$ cat src/hw/rtl/sts_pkg.sv
// ----------------------------------------------------------------------------
// sts_pkg
// Shared types, constants and character helpers for the s-expression scanner.
// ----------------------------------------------------------------------------
`default_nettype none

package sts_pkg;

  localparam int MAX_WORD   = 32;
  localparam int WLEN_W     = $clog2(MAX_WORD + 1);
  localparam int NKW        = 13;
  localparam int KW_POS     = 5;
  localparam int FIFO_DEPTH = 4;
  localparam int FIFO_PTR_W = $clog2(FIFO_DEPTH);
  localparam int FIFO_CNT_W = $clog2(FIFO_DEPTH + 1);

  localparam logic [31:0] MAG_CAP    = 32'h8000_0000;
  localparam logic [31:0] POS_MAX    = 32'h7FFF_FFFF;
  localparam logic [31:0] ERR_SIGNED = 32'd1;
  localparam logic [31:0] ERR_LONG   = 32'd2;

  localparam logic [7:0] CH_SPACE  = 8'h20;
  localparam logic [7:0] CH_TAB    = 8'h09;
  localparam logic [7:0] CH_CR     = 8'h0D;
  localparam logic [7:0] CH_QUOTE  = 8'h27;
  localparam logic [7:0] CH_LPAREN = 8'h28;
  localparam logic [7:0] CH_RPAREN = 8'h29;
  localparam logic [7:0] CH_STAR   = 8'h2A;
  localparam logic [7:0] CH_PLUS   = 8'h2B;
  localparam logic [7:0] CH_MINUS  = 8'h2D;
  localparam logic [7:0] CH_SLASH  = 8'h2F;
  localparam logic [7:0] CH_LT     = 8'h3C;
  localparam logic [7:0] CH_EQ     = 8'h3D;
  localparam logic [7:0] CH_GT     = 8'h3E;
  localparam logic [7:0] CH_HASH   = 8'h23;
  localparam logic [7:0] CH_UNDER  = 8'h5F;
  localparam logic [7:0] CH_CASE   = 8'h20;

  typedef enum logic [1:0] {
    MODE_IDLE = 2'd0,
    MODE_NUM  = 2'd1,
    MODE_WORD = 2'd2,
    MODE_UNK  = 2'd3
  } mode_t;

  typedef enum logic [3:0] {
    KIND_NAME     = 4'd0,
    KIND_NUMBER   = 4'd1,
    KIND_LPAREN   = 4'd2,
    KIND_RPAREN   = 4'd3,
    KIND_QUOTE    = 4'd4,
    KIND_KEYWORD  = 4'd5,
    KIND_VARIABLE = 4'd6,
    KIND_UNKNOWN  = 4'd7,
    KIND_END      = 4'd8,
    KIND_ERROR    = 4'd9
  } kind_t;

  typedef struct packed {
    logic [7:0] char_code;
    logic       end_of_input;
  } in_item_t;

  typedef struct packed {
    kind_t              kind;
    logic signed [31:0] value;
    logic               last;
  } out_item_t;

  typedef struct packed {
    mode_t             mode;
    logic [31:0]       acc;    // magnitude, capped at MAG_CAP
    logic              neg;
    logic [1:0]        swf;    // [0] signed word, [1] junk after digits
    logic [NKW-1:0]    kwm;
    logic [WLEN_W-1:0] wlen;
    logic [7:0]        first;
  } scan_state_t;

  localparam scan_state_t SCAN_RESET = '{
    mode:  MODE_IDLE,
    acc:   '0,
    neg:   1'b0,
    swf:   '0,
    kwm:   '1,
    wlen:  '0,
    first: '0
  };

  typedef struct packed {
    logic [1:0]           count;
    out_item_t [1:0]      item;
  } step_out_t;

  typedef struct packed {
    logic                  room2;
    logic [FIFO_CNT_W-1:0] level;
  } fifo_status_t;

  function automatic logic is_space(input logic [7:0] c);
    return (c == CH_SPACE) || (c >= CH_TAB && c <= CH_CR);
  endfunction

  function automatic logic is_digit(input logic [7:0] c);
    return c >= 8'h30 && c <= 8'h39;
  endfunction

  function automatic logic is_alpha(input logic [7:0] c);
    return (c >= 8'h41 && c <= 8'h5A) || (c >= 8'h61 && c <= 8'h7A);
  endfunction

  function automatic logic is_word_char(input logic [7:0] c);
    return is_alpha(c) || is_digit(c) || c == CH_PLUS || c == CH_MINUS ||
           c == CH_STAR || c == CH_SLASH || c == CH_EQ || c == CH_LT ||
           c == CH_GT || c == CH_UNDER || c == CH_HASH;
  endfunction

  function automatic logic [7:0] upcase(input logic [7:0] c);
    return (c >= 8'h61 && c <= 8'h7A) ? c - CH_CASE : c;
  endfunction

  // acc * 10 + digit, saturating at MAG_CAP
  function automatic logic [31:0] accumulate(input logic [31:0] acc, input logic [7:0] c);
    logic [35:0] v;
    v = ({4'd0, acc} << 3) + ({4'd0, acc} << 1) + {32'd0, c[3:0]};
    return (v > {4'd0, MAG_CAP}) ? MAG_CAP : v[31:0];
  endfunction

  function automatic logic [2:0] kw_len(input int k);
    logic [2:0] len;
    unique case (k)
      0, 1, 2, 3:     len = 3'd1;
      5, 8, 9:        len = 3'd3;
      6, 7:           len = 3'd4;
      4, 10, 11, 12:  len = 3'd5;
      default:        len = 3'd0;
    endcase
    return len;
  endfunction

  // keyword text, first character in the top byte, zero padded
  function automatic logic [8*KW_POS-1:0] kw_word(input int k);
    logic [8*KW_POS-1:0] w;
    unique case (k)
      0:       w = {CH_PLUS,  32'd0};
      1:       w = {CH_MINUS, 32'd0};
      2:       w = {CH_STAR,  32'd0};
      3:       w = {CH_SLASH, 32'd0};
      4:       w = "QUOTE";
      5:       w = {"SET", 16'd0};
      6:       w = {"HELP", 8'd0};
      7:       w = {"QUIT", 8'd0};
      8:       w = {"CAR", 16'd0};
      9:       w = {"CDR", 16'd0};
      10:      w = "ABOUT";
      11:      w = "PRINT";
      12:      w = "DEFUN";
      default: w = '0;
    endcase
    return w;
  endfunction

  function automatic logic [7:0] kw_char(input int k, input logic [2:0] p);
    logic [8*KW_POS-1:0] w;
    w = kw_word(k);
    return w[(KW_POS - 1 - int'(p)) * 8 +: 8];
  endfunction

endpackage

`default_nettype wire

$ cat src/hw/rtl/sexpr_token_scanner.sv
// ----------------------------------------------------------------------------
// sexpr_token_scanner
// Character-serial tokenizer for a Lisp-like stream with keyword matching.
// ----------------------------------------------------------------------------
// Results: each accepted item is held in the input register, goes through
//   the step logic and is written into the result queue when it advances.
// Throughput: one item per cycle while the 4-entry result queue has room for
//   two; the output side drains one result per cycle while out_ready is high,
//   so items that close a token and start another leave two results to drain.
// Reset: synchronous, clears the input valid flag, the scanner state (idle)
//   and the result queue pointers and level.
`default_nettype none

module sexpr_token_scanner (
  input  logic                clk,
  input  logic                rst,
  input  logic                in_valid,
  output logic                in_ready,
  input  sts_pkg::in_item_t   in_item,
  output logic                out_valid,
  input  logic                out_ready,
  output sts_pkg::out_item_t  out_item
);

  logic                   in_valid_q;
  sts_pkg::in_item_t      in_q;
  sts_pkg::scan_state_t   state;
  sts_pkg::scan_state_t   state_next;
  sts_pkg::step_out_t     step_res;
  sts_pkg::fifo_status_t  fifo_status;
  logic                   advance;
  logic [1:0]             wr_count;

  assign advance  = in_valid_q && fifo_status.room2;
  assign in_ready = !in_valid_q || advance;
  assign wr_count = advance ? step_res.count : 2'd0;

  always_ff @(posedge clk) begin
    if (rst) begin
      in_valid_q <= 1'b0;
      state      <= sts_pkg::SCAN_RESET;
    end else begin
      if (in_ready) begin
        in_valid_q <= in_valid;
      end
      if (advance) begin
        state <= state_next;
      end
    end
  end

  always_ff @(posedge clk) begin
    if (in_valid && in_ready) begin
      in_q <= in_item;
    end
  end

  sts_step u_step (
    .state      (state),
    .item       (in_q),
    .state_next (state_next),
    .result     (step_res)
  );

  sts_result_fifo u_fifo (
    .clk       (clk),
    .rst       (rst),
    .wr_count  (wr_count),
    .wr_item   (step_res.item),
    .out_valid (out_valid),
    .out_ready (out_ready),
    .out_item  (out_item),
    .status    (fifo_status)
  );

  // queue never goes past its depth
  a_fifo_bound: assert property (@(posedge clk) disable iff (rst)
    fifo_status.level <= sts_pkg::FIFO_CNT_W'(sts_pkg::FIFO_DEPTH))
    else $error("result queue overflow");

  // an end mark always leaves the scanner idle
  a_end_idle: assert property (@(posedge clk) disable iff (rst)
    advance && in_q.end_of_input |=> state.mode == sts_pkg::MODE_IDLE)
    else $error("scanner not idle after end mark");

  // sign and signed-word flags only live inside a word
  a_idle_clean: assert property (@(posedge clk) disable iff (rst)
    state.mode == sts_pkg::MODE_IDLE |-> !state.neg && state.swf == 2'b00)
    else $error("stale sign state while idle");

  // magnitude saturates at 2^31
  a_acc_cap: assert property (@(posedge clk) disable iff (rst)
    state.acc <= sts_pkg::MAG_CAP)
    else $error("accumulator past saturation");

endmodule

`default_nettype wire

$ cat src/hw/rtl/sts_step.sv
// ----------------------------------------------------------------------------
// sts_step
// Next-state and result logic for one character or end mark.
// ----------------------------------------------------------------------------
`default_nettype none

module sts_step (
  input  sts_pkg::scan_state_t state,
  input  sts_pkg::in_item_t    item,
  output sts_pkg::scan_state_t state_next,
  output sts_pkg::step_out_t   result
);

  function automatic sts_pkg::scan_state_t word_char(input sts_pkg::scan_state_t s,
                                                    input logic [7:0] c);
    sts_pkg::scan_state_t          r;
    logic [7:0]                    u;
    logic [sts_pkg::WLEN_W-1:0]    p;
    logic [2:0]                    pi;
    r  = s;
    p  = s.wlen;
    u  = sts_pkg::upcase(c);
    pi = (p < sts_pkg::WLEN_W'(sts_pkg::KW_POS)) ? p[2:0] : 3'd0;
    if (p == '0) begin
      r.first = c;
      r.neg   = (c == sts_pkg::CH_MINUS);
      r.swf   = '0;
      r.acc   = '0;
      r.kwm   = '1;
    end else if (p == sts_pkg::WLEN_W'(1) &&
                 (s.first == sts_pkg::CH_PLUS || s.first == sts_pkg::CH_MINUS) &&
                 sts_pkg::is_digit(c)) begin
      r.swf[0] = 1'b1;
      r.acc    = sts_pkg::accumulate(s.acc, c);
    end else if (s.swf[0]) begin
      if (sts_pkg::is_digit(c)) begin
        r.acc = sts_pkg::accumulate(s.acc, c);
      end else begin
        r.swf[1] = 1'b1;
      end
    end
    for (int k = 0; k < sts_pkg::NKW; k++) begin
      if (sts_pkg::WLEN_W'(sts_pkg::kw_len(k)) <= p || sts_pkg::kw_char(k, pi) != u) begin
        r.kwm[k] = 1'b0;
      end
    end
    r.wlen = (p >= sts_pkg::WLEN_W'(sts_pkg::MAX_WORD - 1)) ?
             sts_pkg::WLEN_W'(sts_pkg::MAX_WORD) : p + sts_pkg::WLEN_W'(1);
    return r;
  endfunction

  logic [7:0]           c;
  logic                 close_valid;
  sts_pkg::out_item_t   close_item;
  logic                 kw_hit;
  logic [3:0]           kw_idx;
  logic [31:0]          pos_sat;
  logic [31:0]          signed_val;
  sts_pkg::scan_state_t idle_s;
  logic                 tok_valid;
  sts_pkg::out_item_t   tok_item;
  logic                 emit_close;
  logic                 done;

  assign c = item.char_code;

  // token closing, always taken from the state before this item
  always_comb begin
    pos_sat    = (state.acc > sts_pkg::POS_MAX) ? sts_pkg::POS_MAX : state.acc;
    signed_val = state.neg ? (32'd0 - state.acc) : pos_sat;
    kw_hit = 1'b0;
    kw_idx = '0;
    for (int k = sts_pkg::NKW - 1; k >= 0; k--) begin
      if (state.kwm[k] && sts_pkg::WLEN_W'(sts_pkg::kw_len(k)) == state.wlen) begin
        kw_hit = 1'b1;
        kw_idx = 4'(k);
      end
    end
    close_valid      = 1'b1;
    close_item.last  = 1'b0;
    close_item.kind  = sts_pkg::KIND_NUMBER;
    close_item.value = pos_sat;
    unique case (state.mode)
      sts_pkg::MODE_IDLE: begin
        close_valid = 1'b0;
      end
      sts_pkg::MODE_NUM: begin
        close_item.kind  = sts_pkg::KIND_NUMBER;
        close_item.value = pos_sat;
      end
      sts_pkg::MODE_UNK: begin
        close_item.kind  = sts_pkg::KIND_UNKNOWN;
        close_item.value = 32'(state.wlen);
      end
      sts_pkg::MODE_WORD: begin
        if (state.wlen >= sts_pkg::WLEN_W'(sts_pkg::MAX_WORD)) begin
          close_item.kind  = sts_pkg::KIND_ERROR;
          close_item.value = sts_pkg::ERR_LONG;
        end else if (state.swf[0]) begin
          if (state.swf[1]) begin
            close_item.kind  = sts_pkg::KIND_ERROR;
            close_item.value = sts_pkg::ERR_SIGNED;
          end else begin
            close_item.kind  = sts_pkg::KIND_NUMBER;
            close_item.value = signed_val;
          end
        end else if (kw_hit) begin
          close_item.kind  = sts_pkg::KIND_KEYWORD;
          close_item.value = 32'(kw_idx);
        end else begin
          close_item.kind  = sts_pkg::KIND_VARIABLE;
          close_item.value = 32'(state.wlen);
        end
      end
    endcase
  end

  always_comb begin
    idle_s      = state;
    idle_s.mode = sts_pkg::MODE_IDLE;
    idle_s.acc  = '0;
    idle_s.neg  = 1'b0;
    idle_s.swf  = '0;
    idle_s.kwm  = '1;
    idle_s.wlen = '0;

    state_next     = state;
    tok_valid      = 1'b0;
    tok_item.kind  = sts_pkg::KIND_NAME;
    tok_item.value = {24'd0, c};
    tok_item.last  = 1'b0;
    emit_close     = 1'b0;
    done           = 1'b0;

    if (item.end_of_input) begin
      state_next    = idle_s;
      emit_close    = close_valid;
      tok_valid     = 1'b1;
      tok_item.kind = sts_pkg::KIND_END;
      tok_item.value = '0;
    end else begin
      unique case (state.mode)
        sts_pkg::MODE_IDLE: begin
        end
        sts_pkg::MODE_NUM: begin
          if (sts_pkg::is_digit(c)) begin
            state_next.acc = sts_pkg::accumulate(state.acc, c);
            done = 1'b1;
          end
        end
        sts_pkg::MODE_WORD: begin
          if (sts_pkg::is_word_char(c)) begin
            state_next     = word_char(state, c);
            tok_valid      = 1'b1;
            tok_item.value = {24'd0, sts_pkg::upcase(c)};
            done = 1'b1;
          end
        end
        sts_pkg::MODE_UNK: begin
          if (!sts_pkg::is_space(c) && c != sts_pkg::CH_LPAREN &&
              c != sts_pkg::CH_RPAREN) begin
            state_next.wlen = (state.wlen >= sts_pkg::WLEN_W'(sts_pkg::MAX_WORD - 1)) ?
                              sts_pkg::WLEN_W'(sts_pkg::MAX_WORD) :
                              state.wlen + sts_pkg::WLEN_W'(1);
            tok_valid = 1'b1;
            done = 1'b1;
          end
        end
      endcase

      // character ends the pending token and, unless it is white space, starts the next one
      if (!done) begin
        state_next = idle_s;
        emit_close = close_valid;
        priority if (sts_pkg::is_space(c)) begin
        end else if (sts_pkg::is_digit(c)) begin
          state_next.mode = sts_pkg::MODE_NUM;
          state_next.acc  = sts_pkg::accumulate(32'd0, c);
        end else if (c == sts_pkg::CH_LPAREN) begin
          tok_valid      = 1'b1;
          tok_item.kind  = sts_pkg::KIND_LPAREN;
          tok_item.value = '0;
        end else if (c == sts_pkg::CH_RPAREN) begin
          tok_valid      = 1'b1;
          tok_item.kind  = sts_pkg::KIND_RPAREN;
          tok_item.value = '0;
        end else if (sts_pkg::is_word_char(c)) begin
          state_next      = word_char(idle_s, c);
          state_next.mode = sts_pkg::MODE_WORD;
          tok_valid       = 1'b1;
          tok_item.value  = {24'd0, sts_pkg::upcase(c)};
        end else if (c == sts_pkg::CH_QUOTE) begin
          tok_valid      = 1'b1;
          tok_item.kind  = sts_pkg::KIND_QUOTE;
          tok_item.value = '0;
        end else begin
          state_next.mode = sts_pkg::MODE_UNK;
          state_next.wlen = sts_pkg::WLEN_W'(1);
          tok_valid       = 1'b1;
        end
      end
    end

    result.item[0] = tok_item;
    result.item[1] = tok_item;
    result.item[1].last = 1'b1;
    if (emit_close && tok_valid) begin
      result.count   = 2'd2;
      result.item[0] = close_item;
    end else if (emit_close) begin
      result.count   = 2'd1;
      result.item[0] = close_item;
    end else begin
      result.count   = tok_valid ? 2'd1 : 2'd0;
    end
    result.item[0].last = (result.count == 2'd1);
  end

endmodule

`default_nettype wire

$ cat src/hw/rtl/sts_result_fifo.sv
// ----------------------------------------------------------------------------
// sts_result_fifo
// Small result queue: takes up to two items per cycle, hands out one while out_ready is high.
// ----------------------------------------------------------------------------
`default_nettype none

module sts_result_fifo (
  input  logic                            clk,
  input  logic                            rst,
  input  logic [1:0]                      wr_count,
  input  sts_pkg::out_item_t [1:0]        wr_item,
  output logic                            out_valid,
  input  logic                            out_ready,
  output sts_pkg::out_item_t              out_item,
  output sts_pkg::fifo_status_t           status
);

  sts_pkg::out_item_t                mem [sts_pkg::FIFO_DEPTH];
  logic [sts_pkg::FIFO_PTR_W-1:0]    wptr;
  logic [sts_pkg::FIFO_PTR_W-1:0]    rptr;
  logic [sts_pkg::FIFO_CNT_W-1:0]    level;
  logic                              rd;

  assign out_valid    = (level != '0);
  assign rd           = out_valid && out_ready;
  assign out_item     = mem[rptr];
  assign status.level = level;
  assign status.room2 = (level <= sts_pkg::FIFO_CNT_W'(sts_pkg::FIFO_DEPTH - 2));

  always_ff @(posedge clk) begin
    if (rst) begin
      wptr  <= '0;
      rptr  <= '0;
      level <= '0;
    end else begin
      wptr  <= wptr + sts_pkg::FIFO_PTR_W'(wr_count);
      rptr  <= rptr + sts_pkg::FIFO_PTR_W'(rd);
      level <= level + sts_pkg::FIFO_CNT_W'(wr_count) - sts_pkg::FIFO_CNT_W'(rd);
    end
  end

  always_ff @(posedge clk) begin
    if (wr_count != 2'd0) begin
      mem[wptr] <= wr_item[0];
    end
    if (wr_count == 2'd2) begin
      mem[wptr + sts_pkg::FIFO_PTR_W'(1)] <= wr_item[1];
    end
  end

endmodule

`default_nettype wire
$ cat config.mk
export PLATFORM = sky130hd
export DESIGN_NAME = sexpr_token_scanner
export DESIGN_NICKNAME = d
export VERILOG_FILES = /design/src/hw/rtl/sts_pkg.sv /design/src/hw/rtl/sexpr_token_scanner.sv /design/src/hw/rtl/sts_step.sv /design/src/hw/rtl/sts_result_fifo.sv
export SDC_FILE = /design/constraint.sdc
export NUM_CORES = 1
export LEC_CHECK = 0
export ABC_AREA = 1
export BUFFER_PORTS_ARGS = -buffer_cell sky130_fd_sc_hd__buf_4
export CORE_ASPECT_RATIO = 0.7
export CORE_MARGIN = 2
export CORE_UTILIZATION = 40
export DETAILED_ROUTE_END_ITERATION = 8
export RECOVER_POWER = 50
export SLEW_MARGIN = 20
export SYNTH_ARGS = -nofsm -noshare
export SYNTH_HDL_FRONTEND = slang
export SYNTH_SLANG_ARGS = --single-unit
$ cat constraint.sdc
create_clock -name clk -period 3.85 [get_ports clk]
set_input_delay 0.77 -clock clk [delete_from_list [all_inputs] [get_ports clk]]
set_output_delay 0.77 -clock clk [all_outputs]
set_load 0.005 [all_outputs]
==> implementation parameters, run 1 <==
Parameter                              Value

Status
  Result of the run ... finished, final reports clean

GRT
  Vias in the first global route ... 16,420
  Overflow left after global routing ... 0
  Number of antenna violations at the first check in global routing ... 0
  Pin count of the biggest net entering global routing ... 76
  Global-route wire length before repair ... 91,370 µm
  GRT Overall Usage ... 26.70%

Min path
  Launch instance of the worst min-delay path ... in_item[1]
  Class of the most critical hold timing path ... in2reg
  Depth of the worst hold-timing path ... 1
  Worst-case hold path end point ... in_q[1]

Placement
  Cell Area, Placed ... 0.01782 mm²
  Count of buffers inserted at the top-level ports ... 51
  Post-Place Worst Slack ... -0.03637 ns
  Weighted congestion reported at the end of routability-driven placement ... 0.9774
  DPL Wire Length ... 43,410 µm

Pwr
  Combinational share of power ... 45.5%
  Leak ... 8.612 nW
  Post-layout power ... 10.35 mW
  Part of the total power dissipated in the clock network ... 23.4%
  Net switching power of the design ... 4.385 mW
  Pwr dens ... 552.9 mW/mm²
  Worst voltage drop across the vdd grid ... 847.7 µV
  Fraction of power spent switching nets ... 42.38%
  Internal Power ... 5.961 mW
  Seq pwr share ... 31.1%

Yosys
  Main combinational cell family by area after synthesis ... simple AND/OR/NAND/NOR gates
  Simple-gate portion of the synthesized area ... 32.45%
  Mapped Area ... 0.01637 mm²
  Post-synthesis mux area share ... 0%
  Most area-hungry cell type in the Yosys netlist ... dfxtp_1
  Fraction of registers with async set/reset ... 0%
  Synthesis Warnings ... 0
  Post-synthesis compound-gate area fraction ... 19.14%
  Number of synthesized register bits ... 229
  Post-Syn Nets ... 2,622
  Yosys top cell area share ... 21.04%
  Post-synth cell types ... 59
  Fraction of synthesized cell area in xor and xnor cells ... 1.926%
  Leading cell types by total area after synthesis ... dfxtp_1 (21%), nand2_1 (16%), edfxtp_1 (10%)
  Flip-flop cell with the highest count after synthesis ... dfxtp_1
  Portion of the post-synthesis area used by sequential elements ... 31.49%
  Count of flip-flops with a built-in enable after synthesis ... 57
  Mapped Cells ... 2,530
  Syn_area_per_cell ... 6.470 µm²
  Area share of fa/ha/maj cells after synthesis ... 6.176%

Worst setup path
  Startpoint types ... flop
  Crit-path cells ... inv_1 > clkbuf_1 > o21ai_0 > o22ai_1 > clkbuf_4
  R2r setup slk ... 0.16 ns
  Slowest-stage cell, CP ... clkbuf_1
  Crit path capture type ... output port
  RR Endpoint ... u_fifo.level[2]
  Critical path fanouts, max ... 24
  Class of the most critical setup path ... reg2out
  R2R cell count ... 27
  Worst R2R Start ... in_q[4]
  Required time of the worst setup path ... 3.08 ns
  Worst stage delay on the critical path ... 0.96 ns
  Data arrival at the endpoint of the critical path ... 2.92 ns

Job
  Number of maximum-capacitance violations ... 0

Clock network
  CTS buffer count ... 24
  Library cell used as clock root buffer ... clkbuf_16
  Hold Buf Count CTS ... 0
  Clock-pin transition on the worst setup and hold timing paths ... 0.06 ns
  Deepest level of the CTS H-tree ... 1
  Largest buffer count on any clock path ... 3
  Clock tree from TritonCTS ... yes
  CTS sink cnt ... 229
  Clk_lat worst skew ... 0.56 ns

Drt
  Detailed-route wire length per cell ... 18.35 µm
  TritonRoute pass-1 iters ... 6
  Vias after detailed routing ... 17,770
  Final wirelength ... 58,110 µm
  Avg Vias per Cell ... 5.610
  Violation count after the first detailed-route iteration ... 1,843
  Number of routed nets with antenna violations ... 0
  Residual DRC count ... 0

Cells and area
  Most frequent standard cell in the layout excluding fill and tap cells ... nand2_1
  Share of cells above drive strength 1 ... 11.02%
  Total number of nets in the final design ... 2,709
  Highest-count cells in the layout ignoring fill and taps ... nand2_1 (688), nor2_1 (273), o21ai_0 (242)
  Diodes inserted ... 0
  Layout-stage area growth over the synthesis result ... 14.32%
  Cell area after layout ... 0.01871 mm²

Floorplanning
  Floorplan core area ... 0.03999 mm²
  Die extent in x ... 245.8 µm
  Floorplan die height ... 173.2 µm
  Cell row count ... 61
  Die area ... 0.04258 mm²
  Initial cell density of the core ... 40.93%
  Ports ... 52

STA
  Final critical path time including I/O delays and setup ... 3.690 ns
  Setup violation total in the final timing report ... 0
  Relative slew slack ... 18.00%
  Share of the clock period used by the worst path after layout ... 95.84%
  Pin slew with the least headroom to its limit ... 1.230 ns
  Count of final hold-check violations ... 0
  Final Skew ... 0.03342 ns
  Setup slack after layout ... 0.1603 ns
  Fmax ... 271.0 MHz
  Number of slew-limit violations in the final report ... 0
## stage by stage
step                utilization (%)  std cells   TNS, ns  hold WS [ns]
floorplan                         -       2530         0        0.4187
global placement              44.57       3118         0        0.4314
detailed placement            44.57       3118  -0.08411        0.4346
CTS                           46.52       3159         0        0.3759
global route                  46.79       3167   -0.3977        0.4065
finish                        46.79       3167         0        0.4120
## power groups by stage
stage | sequential (mW) | combinational, mW | clock, mW
6_report | 3.22 | 4.71 | 2.42
5_1_grt | 3.26 | 5.21 | 2.53
4_1_cts | 3.21 | 4.64 | 2.45
3_5_place_dp | 3.26 | 4.62 | 0
3_3_place_gp | 3.25 | 4.59 | 0
2_1_floorplan | 3.17 | 2.96 | 0
## sequential cells by signal, summed over array words and instances (netlist names)
name and cells:
u_fifo.mem 148, state 64, in_q 9, u_fifo.level 3, u_fifo.rptr 2, u_fifo.wptr 2, in_valid_q 1
## metal layers
layer	up-vias	share of wire [%]	global-route usage (%)
met5	-	0	0
met4	0	2.0	5.707
met3	79	8.2	3.684
met2	722	42	39.60
met1	8354	48	40.69
li1	8611	-	-
## final cells by class
type / count / area (µm²)
Clock buffer: 30 / 644.4
Clock inverter: 11 / 136.4
Fill cell: 4102 / 21280
Inverter: 270 / 1021
Multi-Input combinational cell: 1932 / 9831
Sequential cell: 229 / 5159
Tap cell: 535 / 669.4
Timing Repair Buffer: 160 / 1252
## repair_timing
item,in CTS,in global routing
cloned,0,1
endpoints found under the setup margin,9,156
pin swaps,0,8
buffers inserted,0,7
resized for setup,1,45
## critical path, delay by kind of cell, from the launching register on
| kind | cells | cell delay (ns) |
|---|---|---|
| AO/OA/AOI/OAI | 2 | 0.49 |
| buffers and inverters | 3 | 1.55 |
| flip-flops | 1 | 0.31 |
## worst max path at each step
stage / startpoint / end / slack, ns / depth (start not counted)
final: u_fifo.rptr[1] / out_item[17] / 0.16 / 5
after global routing: in_q[3] / state[38] / -0.05 / 26
after CTS: in_q[4] / state[40] / 0.04 / 24
after detailed placement: in_q[4] / state[40] / -0.04 / 23
after global placement: in_q[4] / state[34] / 0.13 / 23
after floorplan: in_q[4] / u_fifo.mem[3][12] / 0.22 / 27
## cell usage after synthesis, types with 4 or more instances
| master | instances |
|---|---|
| a31oi_1 | 9 |
| o31ai_1 | 8 |
| dfxtp_1 | 172 |
| a22o_1 | 12 |
| buf_4 | 6 |
| inv_2 | 33 |
| nor2_1 | 276 |
| a211oi_1 | 7 |
| or2_2 | 8 |
| o21ai_0 | 249 |
| clkbuf_1 | 73 |
| nand3b_1 | 12 |
| nor3_2 | 4 |
| nor3_1 | 23 |
| nand2_2 | 8 |
| and2_1 | 4 |
| o21a_1 | 6 |
| xnor2_1 | 6 |
| a21oi_2 | 6 |
| inv_1 | 233 |
| nand2_1 | 691 |
| xor2_1 | 30 |
| buf_2 | 16 |
| o21ai_1 | 59 |
| a21oi_1 | 105 |
| o211ai_1 | 22 |
| nor4_1 | 11 |
| ha_1 | 76 |
| o22ai_1 | 54 |
| edfxtp_1 | 57 |
| nor2_2 | 10 |
| nand3_1 | 165 |
| nand4_1 | 33 |
## cells by family after synthesis
group / after synthesis
buffers and inverters: 370
xor gates and xnor gates: 36
adders and majority gates: 79
DFF: 229
AOI/OAI and AO/OA: 558
and+or+nand+nor: 1258
Power figures use the tool's default switching activity.
==> run 2, diff against run 1 <==
--- a/config.mk
+++ b/config.mk
@@ -10,6 +10,7 @@
 export CORE_ASPECT_RATIO = 0.7
 export CORE_MARGIN = 2
 export CORE_UTILIZATION = 40
+export CTS_BUF_LIST = sky130_fd_sc_hd__clkbuf_2 sky130_fd_sc_hd__clkbuf_4 sky130_fd_sc_hd__clkbuf_8
 export DETAILED_ROUTE_END_ITERATION = 8
 export RECOVER_POWER = 50
 export SLEW_MARGIN = 20
==> implementation parameters, run 2 (synthesized netlist as in run 1, its figures left out) <==
Parameter                              Value

STA
  Share of the clock period used by the worst path after layout ... 95.97% (was 95.84%)
  Setup violation total in the final timing report ... 0 (unchanged)
  Count of final hold-check violations ... 0 (unchanged)
  Pin slew with the least headroom to its limit ... 1.035 ns (was 1.230 ns)
  Final critical path time including I/O delays and setup ... 3.695 ns (was 3.690 ns)
  Relative slew slack ... 30.76% (was 18.00%)
  Final Skew ... 0.03534 ns (was 0.03342 ns)
  Fmax ... 270.7 MHz (was 271.0 MHz)
  Number of slew-limit violations in the final report ... 0 (unchanged)

Floorplanning
  Ports ... 52 (unchanged)
  Cell row count ... 61 (unchanged)
  Die area ... 0.04258 mm² (unchanged)
  Die extent in x ... 245.8 µm (unchanged)
  Floorplan core area ... 0.03999 mm² (unchanged)
  Initial cell density of the core ... 40.93% (unchanged)
  Floorplan die height ... 173.2 µm (unchanged)

Job
  Number of maximum-capacitance violations ... 0 (unchanged)

GRT
  Vias in the first global route ... 16,580 (was 16,420)
  Number of antenna violations at the first check in global routing ... 0 (unchanged)
  Global-route wire length before repair ... 91,930 µm (was 91,370 µm)
  Pin count of the biggest net entering global routing ... 76 (unchanged)
  GRT Overall Usage ... 26.91% (was 26.70%)
  Overflow left after global routing ... 0 (unchanged)

Worst setup path
  Required time of the worst setup path ... 4.09 ns (was 3.08 ns)
  Data arrival at the endpoint of the critical path ... 3.94 ns (was 2.92 ns)
  Startpoint types ... flop (unchanged)
  Crit path capture type ... flop (was output port)
  R2r setup slk ... 0.16 ns (about the same)
  Worst R2R Start ... in_q[4] (unchanged)
  R2R cell count ... 25 (was 27)
  Critical path fanouts, max ... 12 (was 24)
  RR Endpoint ... u_fifo.mem[1][5] (was u_fifo.level[2])
  Class of the most critical setup path ... reg2reg (was reg2out)
  Critical path origin ... in_q[4] (was u_fifo.rptr[1])
  Termination of the worst setup path ... u_fifo.mem[1][5] (was out_item[17])

Status
  Result of the run ... finished, final reports clean (unchanged)

Pwr
  Worst voltage drop across the vdd grid ... 831.7 µV (was 847.7 µV)
  Leak ... 8.703 nW (was 8.612 nW)
  Post-layout power ... 10.47 mW (was 10.35 mW)
  Pwr dens ... 555.8 mW/mm² (was 552.9 mW/mm²)

Drt
  Vias after detailed routing ... 17,880 (was 17,770)
  Residual DRC count ... 0 (unchanged)
  Violation count after the first detailed-route iteration ... 1,904 (was 1,843)
  Detailed-route wire length per cell ... 18.33 µm (was 18.35 µm)
  Number of routed nets with antenna violations ... 0 (unchanged)
  Avg Vias per Cell ... 5.599 (was 5.610)
  TritonRoute pass-1 iters ... 5 (was 6)
  Final wirelength ... 58,530 µm (was 58,110 µm)

Cells and area
  Flip-flop count of the largest register after layout ... 148 (unchanged)
  Diodes inserted ... 0 (unchanged)
  Registers with the highest flip-flop counts ... u_fifo.mem x148, state x64, in_q x9 (unchanged)
  Share of cells above drive strength 1 ... 12.60% (was 11.02%)
  Cell area after layout ... 0.01883 mm² (was 0.01871 mm²)
  Fill cells ... 4,102 (unchanged)
  Number of standard cells in the final layout excluding fillers ... 3,193 (was 3,167)
  Total number of nets in the final design ... 2,724 (was 2,709)
  Register ranked first by flip-flop count ... u_fifo.mem (unchanged)
  Most frequent standard cell in the layout excluding fill and tap cells ... nand2_1 (unchanged)
  Layout-stage area growth over the synthesis result ... 15.06% (was 14.32%)
  Highest-count cells in the layout ignoring fill and taps ... nand2_1 (687), nor2_1 (271), o21ai_0 (234) (was nand2_1 (688), nor2_1 (273), o21ai_0 (242))

Min path
  Class of the most critical hold timing path ... in2reg (unchanged)

Placement
  Weighted congestion reported at the end of routability-driven placement ... 0.9774 (unchanged)
  DPL Wire Length ... 43,410 µm (unchanged)
  Cell Area, Placed ... 0.01782 mm² (unchanged)
  Count of buffers inserted at the top-level ports ... 51 (unchanged)
  Inst Count DP ... 3,118 (unchanged)

Clock network
  Clk_lat worst skew ... 0.57 ns (was 0.56 ns)
  CTS sink cnt ... 229 (unchanged)
  CTS buffer count ... 39 (was 24)
  Clock tree from TritonCTS ... yes (unchanged)
  Hold Buf Count CTS ... 0 (unchanged)
  Library cell used as clock root buffer ... clkbuf_8 (was clkbuf_16)
  Clock-pin transition on the worst setup and hold timing paths ... 0.06 ns (about the same)
  Deepest level of the CTS H-tree ... 2 (was 1)
  Largest buffer count on any clock path ... 3 (unchanged)
-- run 2: stage by stage --
| stage | utilization (%) | setup WS, ns | setup TNS [ns] | hold WS (ns) |
|---|---|---|---|---|
| after global placement | 44.57 | 0.1304 | 0 | 0.4314 |
| after CTS | 46.71 | 0.02206 | 0 | 0.3461 |
| after global routing | 47.09 | -0.03610 | -0.4534 | 0.3776 |
| after floorplan | - | 0.2170 | 0 | 0.4187 |
| after detailed placement | 44.57 | -0.03637 | -0.08411 | 0.4346 |
| final | 47.09 | 0.1553 | 0 | 0.4015 |
-- run 2: worst max-delay path, stage by stage, from the launching register on --
cell and delay, ns:
edfxtp_1 0.42, buf_4 0.19, buf_4 0.18, nor2_2 0.17
nand2_1 0.13, nand4_1 0.11, nand2_2 0.08, inv_2 0.08
nand3_2 0.14, inv_2 0.14, nor2_4 0.05, inv_2 0.06
o211ai_4 0.08, nand2_4 0.07, nand2_2 0.06, inv_1 0.06
ha_1 0.13, inv_1 0.06, nor2_2 0.20, inv_2 0.06
nor2_1 0.14, inv_2 0.07, nor2_1 0.16, inv_2 0.14
nand2_1 0.12, buf_4 0.26
-- run 2: power by group --
part / internal (mW) / switching (mW) / leakage [nW]
logic: 1.71 / 3.06 / 6.29
registers: 2.90 / 0.319 / 1.97
clock network: 1.40 / 1.08 / 0.450
total: 6.01 / 4.46 / 8.70
-- run 2: routing by layer --
layer	GRT usage (%)	vias to the layer above	share of wire, %
li1	-	8641	-
met1	40.45	8394	48
met2	39.79	762	42
met3	4.474	81	8.7
met4	6.237	0	1.9
met5	0	-	0
-- run 2: how the worst min path moves through the flow --
stage / end / cells after the start / from / slack (ns)
finish: in_q[0] / 1 / in_item[0] / 0.40
global route: in_q[0] / 1 / in_item[0] / 0.38
CTS: in_q[0] / 1 / in_item[0] / 0.35
detailed placement: u_fifo.mem[1][24] / 2 / u_fifo.mem[1][24] / 0.43
global placement: u_fifo.mem[2][22] / 2 / u_fifo.mem[2][22] / 0.43
floorplan: state[7] / 2 / state[7] / 0.42
-- run 2: cell type report --
cell class	count	area [µm²]	share of cell area [%]
clock buffer	60	763.2	4.053
clock inverter	7	91.34	0.4850
inverter	270	1023	5.434
multi-input combinational	1932	9852	52.31
sequential	229	5159	27.39
tap	535	669.4	3.554
timing repair buffer	160	1275	6.770
-- run 2: timing repair --
item | CTS | global route
gates cloned | 0 | 1
setup endpoints to repair | 8 | 132
resized for setup | 1 | 47
pin swaps | 0 | 6
buffers inserted | 0 | 7
